File: config.mk
export PLATFORM = sky130hd
export DESIGN_NAME = triangular_flow_routing_unit_flat
export DESIGN_NICKNAME = d
export VERILOG_FILES = /design/src/tfr_pkg.sv /design/src/tfr_if.sv /design/src/tfr_div.sv /design/src/tfr_cell.sv /design/src/triangular_flow_routing_unit.sv /design/src/flat_wrapper.sv
export VERILOG_INCLUDE_DIRS = /design/src /design/src/src
export SDC_FILE = /design/constraint.sdc
export NUM_CORES = 2
export LEC_CHECK = 0
export CAP_MARGIN = 15
export CORE_UTILIZATION = 63
export DETAILED_ROUTE_END_ITERATION = 12
export DONT_BUFFER_PORTS = 1
export MAX_ROUTING_LAYER = met4
export PLACE_DENSITY = 0.88
export SETUP_SLACK_MARGIN = 0.02
export SYNTH_ARGS = -nofsm -noshare
export SYNTH_HDL_FRONTEND = slang
export SYNTH_SLANG_ARGS = --single-unit
File: constraint.sdc
create_clock -name clk -period 6.3 [get_ports clk]
set_clock_uncertainty 0.05 [all_clocks]
set_input_delay 0.945 -clock clk [delete_from_list [all_inputs] [get_ports clk]]
set_output_delay 0.945 -clock clk [all_outputs]
set_load 0.02 [all_outputs]
File: src/triangular_flow_routing_unit_macros.svh
// Assertion macros for the triangular flow routing unit.
// Used by the top level only; no other dependencies.
`ifndef TRIANGULAR_FLOW_ROUTING_UNIT_MACROS_SVH
`define TRIANGULAR_FLOW_ROUTING_UNIT_MACROS_SVH
// Implication check on clk with synchronous reset disable.
`define TFR_ASSERT_IMP(label, ante, cons, msg) \
  label: assert property (@(posedge clk) disable iff (!rst_n) (ante) |-> (cons)) \
    else $error(msg);
// Next-cycle implication check.
`define TFR_ASSERT_NXT(label, ante, cons, msg) \
  label: assert property (@(posedge clk) disable iff (!rst_n) (ante) |=> (cons)) \
    else $error(msg);
`endif

File: src/tfr_pkg.sv
// Shared constants and types of the triangular flow routing unit.
// No dependencies.
package tfr_pkg;
  localparam int MaxTaps  = 32;
  localparam int IdxW     = $clog2(MaxTaps);
  localparam int LenW     = $clog2(MaxTaps + 1);
  localparam int DataW    = 32;
  localparam int WtW      = LenW;
  localparam int WsumW    = 2 * LenW;
  localparam int ProdW    = DataW + WtW;
  localparam logic [5:0] BaseLenReset = 6'd3;

  typedef logic [DataW-1:0] data_t;

  // Signals from the sequencer to every slot cell.
  typedef struct packed {
    logic            add_en;   // add share at cell 0, rotate the row
    logic            shift_en; // shift the row down one slot, zero at top
  } cell_ctl_t;
endpackage

File: src/tfr_if.sv
// Valid/ready channel interface carrying a generic payload.
// Depends on nothing; payload type supplied per instance.
interface tfr_if #(parameter type payload_t = logic) ();
  logic     valid;
  logic     ready;
  payload_t data;
  modport source (output valid, output data, input ready);
  modport sink   (input valid, input data, output ready);
endinterface

File: src/tfr_div.sv
// Restoring bit-serial divider for share = product / wsum.
// Depends on tfr_pkg.
module tfr_div (
  input  logic                          clk,
  input  logic                          rst_n,
  input  logic                          start,
  input  logic [tfr_pkg::ProdW-1:0]     dividend,
  input  logic [tfr_pkg::WsumW-1:0]     divisor,
  output logic                          done,
  output logic [tfr_pkg::ProdW-1:0]     quotient
);
  localparam int CntW = $clog2(tfr_pkg::ProdW + 1);
  logic [tfr_pkg::ProdW-1:0] q_r, q_nxt;
  logic [tfr_pkg::WsumW:0]   rem_r, rem_nxt;
  logic [tfr_pkg::WsumW-1:0] dvs_r;
  logic [CntW-1:0]           cnt_r;
  logic                      busy_r, done_r;
  logic [tfr_pkg::WsumW:0]   trial;

  always_comb begin
    trial   = {rem_r[tfr_pkg::WsumW-1:0], q_r[tfr_pkg::ProdW-1]};
    q_nxt   = {q_r[tfr_pkg::ProdW-2:0], 1'b0};
    rem_nxt = trial;
    if (trial >= {1'b0, dvs_r}) begin
      rem_nxt  = trial - {1'b0, dvs_r};
      q_nxt[0] = 1'b1;
    end
  end

  always_ff @(posedge clk) begin
    if (!rst_n) begin
      busy_r <= 1'b0;
      done_r <= 1'b0;
      cnt_r  <= '0;
    end else begin
      done_r <= 1'b0;
      if (start) begin
        busy_r <= 1'b1;
        cnt_r  <= CntW'(tfr_pkg::ProdW);
        q_r    <= dividend;
        rem_r  <= '0;
        dvs_r  <= divisor;
      end else if (busy_r) begin
        q_r   <= q_nxt;
        rem_r <= rem_nxt;
        cnt_r <= cnt_r - 1'b1;
        if (cnt_r == CntW'(1)) begin
          busy_r <= 1'b0;
          done_r <= 1'b1;
        end
      end
    end
  end

  assign done     = done_r;
  assign quotient = q_r;
endmodule

File: src/tfr_cell.sv
// One slot of the routing store: holds a value and passes it to its neighbor.
// Depends on tfr_pkg.
module tfr_cell (
  input  logic               clk,
  input  logic               rst_n,
  input  tfr_pkg::cell_ctl_t ctl,
  input  tfr_pkg::data_t     rot_in,   // value entering on rotation
  input  tfr_pkg::data_t     shift_in, // value from the slot above
  output tfr_pkg::data_t     value
);
  tfr_pkg::data_t slot_r;
  always_ff @(posedge clk) begin
    if (!rst_n) begin
      slot_r <= '0;
    end else if (ctl.add_en) begin
      slot_r <= rot_in;
    end else if (ctl.shift_en) begin
      slot_r <= shift_in;
    end
  end
  assign value = slot_r;
endmodule

File: src/triangular_flow_routing_unit.sv
// Triangular flow routing unit: top level with sequencer, divider and slot row.
// Depends on tfr_pkg, tfr_if, tfr_div, tfr_cell and the macros header.
//
// Usage:
//   in  : one beat carries runoff_in (unsigned 16.16) for one time step.
//   out : one beat per input beat, routed_flow (16.16) and saturated.
//   cfg : cfg_we/cfg_wdata write base_length (0 acts as 1, above 32 as 32);
//         write only while idle. Reset value 3.
// Operation: slots live in a row of 32 cells. For each of the first L slots
// the row rotates by one while the shared bit-serial divider forms
// runoff*w_i/wsum; the share is added to cell 0 with saturation and
// re-enters at the top. The rest of the row is rotated through
// untouched, then one shift pops slot 0 as the result.
// One item at a time: the next beat is taken the cycle after the result
// leaves.
// Reset clears all slots and the sequencer. When the receiver stalls, the
// result is held in the output register and no new beat is taken until it
// leaves.
`include "triangular_flow_routing_unit_macros.svh"
module triangular_flow_routing_unit (
  input  logic                clk,
  input  logic                rst_n,
  tfr_if.sink                 in_ch,
  tfr_if.source               out_ch,
  input  logic                cfg_we,
  input  logic [5:0]          cfg_wdata
);
  localparam int N = tfr_pkg::MaxTaps;
  localparam int LW = tfr_pkg::LenW;

  typedef enum logic [2:0] {S_IDLE, S_DIV, S_WAIT, S_ROT, S_POP, S_OUT} st_t;
  st_t st_r;

  logic [5:0]              base_r;
  tfr_pkg::data_t          q_r;
  logic [LW-1:0]           len_r;
  logic [tfr_pkg::WsumW-1:0] wsum_r;
  logic [LW-1:0]           idx_r;  // slots visited so far
  logic                    sat_r;
  tfr_pkg::data_t          flow_r;
  logic                    ovalid_r;
  logic                    div_start_r, div_done;
  logic [tfr_pkg::ProdW-1:0] quot;
  logic [tfr_pkg::WtW-1:0] wt;
  logic [LW-1:0]           len_c;
  logic [tfr_pkg::WsumW-1:0] wsum_c;
  tfr_pkg::cell_ctl_t      ctl;
  tfr_pkg::data_t          vals [N];
  tfr_pkg::data_t          head_new;
  logic [tfr_pkg::DataW:0] sum;

  // effective length and weight sum: L even -> h(h+1) with h=L/2, odd -> (h+1)^2
  always_comb begin
    len_c = (base_r == 6'd0) ? LW'(1) :
            ({1'b0, base_r} > 7'(N)) ? LW'(N) : LW'(base_r);
    if (len_c[0])
      wsum_c = tfr_pkg::WsumW'((len_c >> 1) + 1'b1) * tfr_pkg::WsumW'((len_c >> 1) + 1'b1);
    else
      wsum_c = tfr_pkg::WsumW'(len_c >> 1) * tfr_pkg::WsumW'((len_c >> 1) + 1'b1);
  end

  assign wt = ((idx_r + 1'b1) <= (len_r >> 1)) ? (idx_r + 1'b1) : (len_r - idx_r);

  tfr_div u_div (
    .clk, .rst_n, .start(div_start_r),
    .dividend(q_r * tfr_pkg::ProdW'(wt)), .divisor(wsum_r),
    .done(div_done), .quotient(quot)
  );

  always_comb begin
    sum      = {1'b0, vals[0]} + {1'b0, quot[tfr_pkg::DataW-1:0]};
    head_new = sum[tfr_pkg::DataW] ? '1 : sum[tfr_pkg::DataW-1:0];
    ctl.add_en   = (st_r == S_DIV && div_done) || st_r == S_ROT;
    ctl.shift_en = (st_r == S_POP);
  end

  for (genvar g = 0; g < N; g++) begin : g_row
    tfr_pkg::data_t rin, sin;
    if (g == N - 1) begin : g_top
      assign rin = (st_r == S_DIV) ? head_new : vals[0];
      assign sin = '0;
    end else begin : g_mid
      assign rin = vals[g+1];
      assign sin = vals[g+1];
    end
    tfr_cell u_cell (.clk, .rst_n, .ctl, .rot_in(rin), .shift_in(sin), .value(vals[g]));
  end

  always_ff @(posedge clk) begin
    if (!rst_n) begin
      st_r        <= S_IDLE;
      base_r      <= tfr_pkg::BaseLenReset;
      ovalid_r    <= 1'b0;
      div_start_r <= 1'b0;
      idx_r       <= '0;
      sat_r       <= 1'b0;
    end else begin
      div_start_r <= 1'b0;
      if (cfg_we) base_r <= cfg_wdata;
      case (st_r)
        S_IDLE: begin
          if (in_ch.valid) begin
            q_r         <= in_ch.data;
            len_r       <= len_c;
            wsum_r      <= wsum_c;
            idx_r       <= '0;
            sat_r       <= 1'b0;
            div_start_r <= 1'b1;
            st_r        <= S_DIV;
          end
        end
        S_DIV: begin
          if (div_done) begin
            if (sum[tfr_pkg::DataW]) sat_r <= 1'b1;
            idx_r <= idx_r + 1'b1;
            if (idx_r + 1'b1 == len_r) begin
              st_r <= (len_r == LW'(N)) ? S_POP : S_ROT;
            end else begin
              div_start_r <= 1'b1;
            end
          end
        end
        S_ROT: begin
          // advance untouched slots until the row is back in place
          idx_r <= idx_r + 1'b1;
          if (idx_r == LW'(N - 1)) st_r <= S_POP;
        end
        S_POP: begin
          flow_r   <= vals[0];
          ovalid_r <= 1'b1;
          st_r     <= S_OUT;
        end
        S_OUT: begin
          if (out_ch.ready) begin
            ovalid_r <= 1'b0;
            st_r     <= S_IDLE;
          end
        end
        default: st_r <= S_IDLE;
      endcase
    end
  end

  assign in_ch.ready  = (st_r == S_IDLE);
  assign out_ch.valid = ovalid_r;
  assign out_ch.data  = {flow_r, sat_r};

  `TFR_ASSERT_IMP(a_one_item, out_ch.valid, !in_ch.ready, "input taken while result pending")
  `TFR_ASSERT_NXT(a_hold, out_ch.valid && !out_ch.ready, out_ch.valid && $stable(out_ch.data),
                  "result dropped under stall")
  `TFR_ASSERT_IMP(a_idx, st_r == S_DIV, idx_r < len_r, "slot index beyond length")
endmodule
File: src/flat_wrapper.sv
// flat-port wrapper written by rule: the top's interface ports become plain ports
module triangular_flow_routing_unit_flat 
  (clk, rst_n, cfg_we, cfg_wdata, in_ch_valid, in_ch_data, in_ch_ready, out_ch_valid, out_ch_data, out_ch_ready);
  tfr_if in_ch_i ();
  tfr_if out_ch_i ();
  input  logic clk;
  input  logic rst_n;
  input  logic cfg_we;
  input  logic [5:0] cfg_wdata;
  input wire logic [$bits(in_ch_i.valid)-1:0] in_ch_valid;
  input wire logic [$bits(in_ch_i.data)-1:0] in_ch_data;
  output wire logic [$bits(in_ch_i.ready)-1:0] in_ch_ready;
  output wire logic [$bits(out_ch_i.valid)-1:0] out_ch_valid;
  output wire logic [$bits(out_ch_i.data)-1:0] out_ch_data;
  input wire logic [$bits(out_ch_i.ready)-1:0] out_ch_ready;
  assign in_ch_i.valid = in_ch_valid;
  assign in_ch_i.data = in_ch_data;
  assign in_ch_ready = in_ch_i.ready;
  assign out_ch_valid = out_ch_i.valid;
  assign out_ch_data = out_ch_i.data;
  assign out_ch_i.ready = out_ch_ready;
  triangular_flow_routing_unit u_core (.clk(clk), .rst_n(rst_n), .in_ch(in_ch_i), .out_ch(out_ch_i), .cfg_we(cfg_we), .cfg_wdata(cfg_wdata));
endmodule
Word level (Yosys, flattened, before mapping)
Index checks and enable logic that the tools add are counted.

operators by class
  add/subtract/negate cells = 6
  $mul = 3
  divide/modulo/power cells = 0
  order comparisons = 3
  equality and inequality tests = 14
  shifts and indexed selects = 0
  mux-type cells = 101
  bitwise operators = 2
  reduce and logical (&&, ||, !) cells = 18

operators with widths
  kind                                                                   count
  32-bit 2-to-1 mux                                                      66
  38-bit 2-to-1 mux                                                      2
  6-bit 2-to-1 mux                                                       7
  12-bit 2-to-1 mux                                                      3
  32-bit by 32-bit adder with 33-bit output                              1
  3-bit 2-to-1 mux                                                       6
  6-bit case mux with 3 select lines                                     1
  3-bit case mux with 5 select lines                                     1
  13-bit by 12-bit >= comparator with 1-bit output                       1
  12-bit by 12-bit multiplier with 12-bit output                         1
  5-bit by 12-bit multiplier with 12-bit output                          1
  1-bit 2-to-1 mux                                                       12
  12-bit subtractor                                                      1
  2-bit inequality test, second input constant                           5
  2-bit nonzero test                                                     4
  1-bit by 6-bit multiplier with 7-bit output                            1
  5-bit by 1-bit adder with 6-bit output, second input constant          1
  6-bit by 1-bit adder with 6-bit output, second input constant          1
  3-bit equality test, second input constant                             2
  6-bit by 1-bit equality test with 1-bit output, second input constant  1
  6-bit by 5-bit equality test with 1-bit output, second input constant  1
  6-bit equality test                                                    1
  6-bit equality test, second input constant                             1
  6-bit > comparator, second input constant                              1
  19 further kinds                                                       25

storage, ports and cells
  bits in registers = 1131
  latch bits = 0
  memory bits (writable) = 0
  ROM bits = 0
  bits of input ports = 12
  output and inout port bits = 3
  word-level logic and storage cells = 195
  memories = 0

Logic depth before layout (Yosys ltp)
  word-level depth = 6
  gate-level depth with buffers = 22
  gate-level depth less buffers = 21

Cells and area by module
A second synthesis with hierarchy kept.

second synthesis, totals
  cells, all modules = 5497
  area, all modules = 66003.3 um^2

modules (own cells, without submodules)
  module                        times used  cells each  area an instance (um^2)  sequential area each (um^2)
  tfr_cell                      32          141         1778.0                   640.6
  triangular_flow_routing_unit  1           716         5579.1                   930.9
  tfr_div                       1           269         3529.6                   2021.9

Least setup slack after synthesis
OpenSTA, ideal clock, no wires.

  kind = reg-to-reg
  from = register u_core.base_r[1]
  to = register u_core.wsum_r[10] (netlist bit) (data pin)
  setup time = 0.267 ns
  data arrival time = 4.662 ns
  required time = 5.983 ns
  path slack = 1.321 ns
  stages on the path, launching flop included = 21
  buffers on the path = 2
  period minus slack after synthesis = 4.979 ns
  cells stage by stage = dfxtp_1 > nor2b_1 > clkbuf_1 > ha_1 > inv_1 > ha_1 > clkbuf_1 > nor2_1 > fa_1 > inv_1 > fa_1 > fa_1 > inv_1 > ha_1 > a31oi_1 > o21bai_1 > a21o_1 > a21o_1 > a21oi_1 > xor2_1 > o21ai_0

on the way
  cells in the longest elaborated chain, start to end = 6
  elaborated cells between the ends (all ways) = 8
  those cells by class = 1 x add/sub; 2 x mul; 1 x order compare; 3 x mux; 1 x reduce/logical

RTL lines
  what                                                                                                             RTL line                                                                source
  from (decl)                                                                                                      triangular_flow_routing_unit.sv:34                                      logic [5:0] base_r;
  from (signal assigned)                                                                                           triangular_flow_routing_unit.sv:92                                      base_r <= tfr_pkg::BaseLenReset;
  from (signal assigned)                                                                                           triangular_flow_routing_unit.sv:99                                      if (cfg_we) base_r <= cfg_wdata;
  6-bit > comparator                                                                                               triangular_flow_routing_unit.sv:55                                      ({1'b0, base_r} > 7'(N)) ? LW'(N) : LW'(base_r);
  6-bit 2-to-1 mux                                                                                                 triangular_flow_routing_unit.sv:55
  6-bit 2-to-1 mux (*)                                                                                             triangular_flow_routing_unit.sv:54                                      len_c = (base_r == 6'd0) ? LW'(1) :
  via u_core.len_c[1]                                                                                              triangular_flow_routing_unit.sv:45                                      logic [LW-1:0] len_c;
  5-bit by 1-bit adder with 6-bit output                                                                           triangular_flow_routing_unit.sv:57, triangular_flow_routing_unit.sv:59
  5-bit by 12-bit multiplier with 12-bit output or 12-bit by 12-bit multiplier with 12-bit output (tied branches)  triangular_flow_routing_unit.sv:59, triangular_flow_routing_unit.sv:57
  12-bit 2-to-1 mux (*)                                                                                            triangular_flow_routing_unit.sv:56                                      if (len_c[0])
  via u_core.wsum_c (one bit)                                                                                      triangular_flow_routing_unit.sv:46                                      logic [tfr_pkg::WsumW-1:0] wsum_c;
  to (signal assigned)                                                                                             triangular_flow_routing_unit.sv:105                                     wsum_r <= wsum_c;
  to (decl)                                                                                                        triangular_flow_routing_unit.sv:37                                      logic [tfr_pkg::WsumW-1:0] wsum_r;

The timed path passes the listed nets; every way through them passes the cells marked *.
A chain may end at the register's enable or synchronous reset.

Worst setup path after layout
  from = register u_core.base_r[5]
  to = register u_core.wsum_r[10] (netlist bit) (data pin)

Same word-level chain as after synthesis.

==> results.md <==
- Critical R2R Capture: u_core.wsum_r[10]$_DFFE_PP_
- HPWL Detailed: 44,000 um
- Core Area: 71,900 um2
- Post-CTS setup buffer count: 0
- PD cells: 296 nW/um2
- Status: complete, but fails checks
- Peak VDD IR: 0.000224 V
- Initial antenna violation count: 1
- Ports: 15
- Most frequent cells in the layout: nand2_1 (2,117), dfxtp_1 (1,049), a21boi_0 (998), clkbuf_16 (114), ha_1 (94)
- Max-cap check violation count: 0
- Tcrit/Tclk final: 84.9%
- Tmin final: 5.35 ns
- Fill cells: 5,459
- CTS tree: yes
- CP Class: register to register
- Syn. warnings: 0
- CTS max path bufs: 3
- Final Cell Area: just under 50,000 um2
- WP data required: 6.64 ns
- Area growth syn-to-layout: 8.05%
- Worst setup startpoint: u_core.base_r[5]$_SDFFE_PN0P_
- Final net count: 5,251
- Number of CTS-inserted buffers: 108
- DRT antenna net count: 0
- Failing checks: max-slew violations
- CP Capture Type: register
- Synth cell types: 78
- Slew @ Worst Pin: 3.15 ns
- Via count: 33,039
- Commonest non-fill, non-tap cell in the layout: nand2_1
- Startpoint Class: register
- Iter 0 DRT Violations: 2,790
- Post_cts resized: 0
- Post-synthesis register bit count: ~1,100
- Pin count of the biggest net entering global routing: 1,056
- Ys async rst share: 0%
- Top FF cell, synth: dfxtp_1
- Leakage: 17.0 nW
- Clk slew on worst S/H paths: roughly 0.06 ns
- Sequential standard cell area: 23,500 um2
- Die W: 272 um
- Tot GR Track Use: about 22%
- Worst setup endpoint: u_core.wsum_r[10]$_DFFE_PP_
- Sw Pwr: 3.20 mW
- RSZ-0062 raised after global routing: false
- H-Tree Depth: 3
- Number of flops mapped to enable cells by yosys: 81
- Switching part of the total: ~22%
- Post-Route WL: a little over 80,000 um
- FF-to-FF path depth: 20
- Vias in the first global route: 30,151
- F_max: 187 MHz
- Sink Count: 1,131
- Die height: approximately 270 um
- Reg-to-Reg Start: u_core.base_r[5]$_SDFFE_PN0P_
- Synth area leaders: dfxtp_1 (46%), nand2_1 (17%), a21boi_0 (16%)
- Max Slew Vio Count: between 700 and 800
- Post-synth top area cell: dfxtp_1
- Combinational Power Share: a little under 5%
- Synth Instances: 5,360
- Top cell type's share of synthesized area: a little under half
- Worst-Skew Late Latency: 0.67 ns
- Routed len/inst: ~13 um
- Hold_buf cts: 0
- Gr ovfl total: 0
- Syn avg cell area: 8.59 um2
- Setup TNS: 0 ns
- Clock root buffer: clkbuf_16
- PortBufs: 0
- Row count: approximately 100
- Sequential share of the synthesized area: 51.0%
- Max transition margin: -110%
- Die area: ~74,000 um2
- Synthesized area: 46,000 um2
- Footprint of the multi-input gates: 20,700 um2
- Sequential power share: 49.9%
- Gpl congestion: 0.851
- Via-per-instance ratio: 5.36
- First-pass GRT wire length: 139,000 um
- Post-place instance area: approximately 46,000 um2
- DRC Markers: 0
- Fraction of layout cells with a size suffix above 1: 4.81%
- R2R Setup Slk: 0.95 ns
- Initial core utilization: 64.0%
- Worst endpoint data arrival time: 5.69 ns
- First drt pass iteration count: 5
- Fin. Hold Viols: 0
- Final setup fails: 0
- Pint: roughly 11 mW
- CP max FO: 10
- HP Class: primary input to register
- Clock share of power: between 40% and 50%
-- worst min-delay path by stage --
stage | cells past startpoint | end | start | slack [ns]
after floorplan | 0 | u_core.u_div.dvs_r[0]$_DFFE_PP_ | u_core.wsum_r[0]$_SDFFCE_PP0P_ | 0.35
after global placement | 0 | u_core.u_div.dvs_r[7]$_DFFE_PP_ | u_core.wsum_r[7]$_DFFE_PP_ | 0.35
after detailed placement | 0 | u_core.u_div.dvs_r[8]$_DFFE_PP_ | u_core.wsum_r[8]$_DFFE_PP_ | 0.35
after CTS | 1 | u_core.base_r[0]$_SDFFE_PN1P_ | rst_n | 0.30
after global routing | 1 | u_core.base_r[0]$_SDFFE_PN1P_ | rst_n | 0.29
final | 0 | u_core.q_r[0]$_DFFE_PP_ | in_ch_data | 0.35
-- Yosys cell counts, types with 9 or more instances --
library cell / instances
nor2b_1: 53
xor2_1: 18
buf_2: 84
nand3_1: 20
a21boi_1: 13
fa_1: 22
o21ai_2: 18
nand2_1: 2118
a21oi_1: 59
nor2_1: 58
mux2i_1: 16
dfxtp_1: 1050
buf_1: 25
nor3_1: 9
ha_1: 94
xnor2_1: 48
and2_1: 11
nand2b_1: 11
edfxtp_1: 81
inv_1: 88
a21boi_0: 998
o21ai_0: 24
o21ai_1: 10
o21a_1: 11
a21o_1: 28
clkbuf_1: 259
-- state kept, by name (all words and copies together), names as in the netlist --
register and cells:
u_core.u_div.dvs_r 12, u_core.out_ch.data 1, u_core.u_div.busy_r 1, u_core.u_div.rem_r 12, u_core.u_div.quotient 38, u_core.g_row.u_cell.value 1024
u_core.idx_r 6, u_core.u_div.cnt_r 6, u_core.div_start_r 1, u_core.len_r 6, u_core.u_div.done 1, u_core.out_ch.valid 1
u_core.wsum_r 12, u_core.q_r 1, u_core.base_r 6, u_core.st_r 3
-- layer usage --
layer  vias up  global-route usage [%]  wire length, um
met5         -                       -                0
met4         0                    6.02             1580
met3       137                    3.11             2790
met2       427                    35.2            38400
met1     15518                    29.5            37800
li1      16957                       -                -
-- metrics by stage --
| step | cells | hold WS [ns] | util, % | setup slack [ns] | power [mW] |
|---|---|---|---|---|---|
| 5_1_grt | 6165 | 0.295 | 69.2 | 0.610 | 15.2 |
| 6_report | 6165 | 0.346 | 69.2 | 0.948 | 14.7 |
| 3_5_place_dp | 5963 | 0.355 | 63.9 | 0.962 | 8.17 |
| 3_3_place_gp | 5963 | 0.352 | 63.9 | 0.971 | 8.17 |
| 4_1_cts | 6164 | 0.299 | 69.2 | 0.913 | 14.8 |
| 2_1_floorplan | 5369 | 0.350 | - | 1.32 | 8.13 |
-- final cells by class --
cell class / instances / area share [%]
flip-flops and latches: 1131 / 47.2
multi-input cells: 3776 / 41.7
clock buffers: 168 / 6.84
well taps: 950 / 2.39
clock inverters: 33 / 0.750
inverters: 90 / 0.679
repair buffers: 16 / 0.443
diodes: 1 / 0.00503
-- kinds of logic (layout without fill, tap and decap cells) --
group / count (synthesis) / in the layout / synth area share (%)
simple gates: 2322 / 2322 / 19.7
compound gates: 1242 / 1242 / 20.1
flops: 1131 / 1131 / 51.0
buf+inv: 462 / 307 / 4.05
fa+ha+maj: 116 / 116 / 3.51
xor+xnor: 67 / 67 / 1.29
mux: 18 / 18 / 0.397
other cells: 2 / 12 / 0.0163
-- power by group through the flow --
| stage | logic, mW | clock network, mW | registers [mW] |
|---|---|---|---|
| 2_1_floorplan | 0.657 | 0 | 7.47 |
| 5_1_grt | 0.778 | 7.09 | 7.32 |
| 3_3_place_gp | 0.690 | 0 | 7.48 |
| 4_1_cts | 0.692 | 6.78 | 7.32 |
| 6_report | 0.721 | 6.65 | 7.33 |
| 3_5_place_dp | 0.689 | 0 | 7.48 |
-- critical path, stage by stage, from the launching register on --
cell	delay, ns
dfxtp_1	0.42
clkinv_1	0.26
nand2_1	0.24
inv_1	0.15
ha_1	0.23
inv_1	0.06
ha_1	0.43
nor2_1	0.10
fa_1	0.49
inv_1	0.07
fa_1	0.50
fa_1	0.54
inv_1	0.04
ha_1	0.32
a31oi_1	0.28
o21bai_1	0.11
a21o_1	0.21
a21o_1	0.18
a21oi_1	0.16
xor2_1	0.14
o21ai_0	0.09
(Power assumes the default switching activity.)
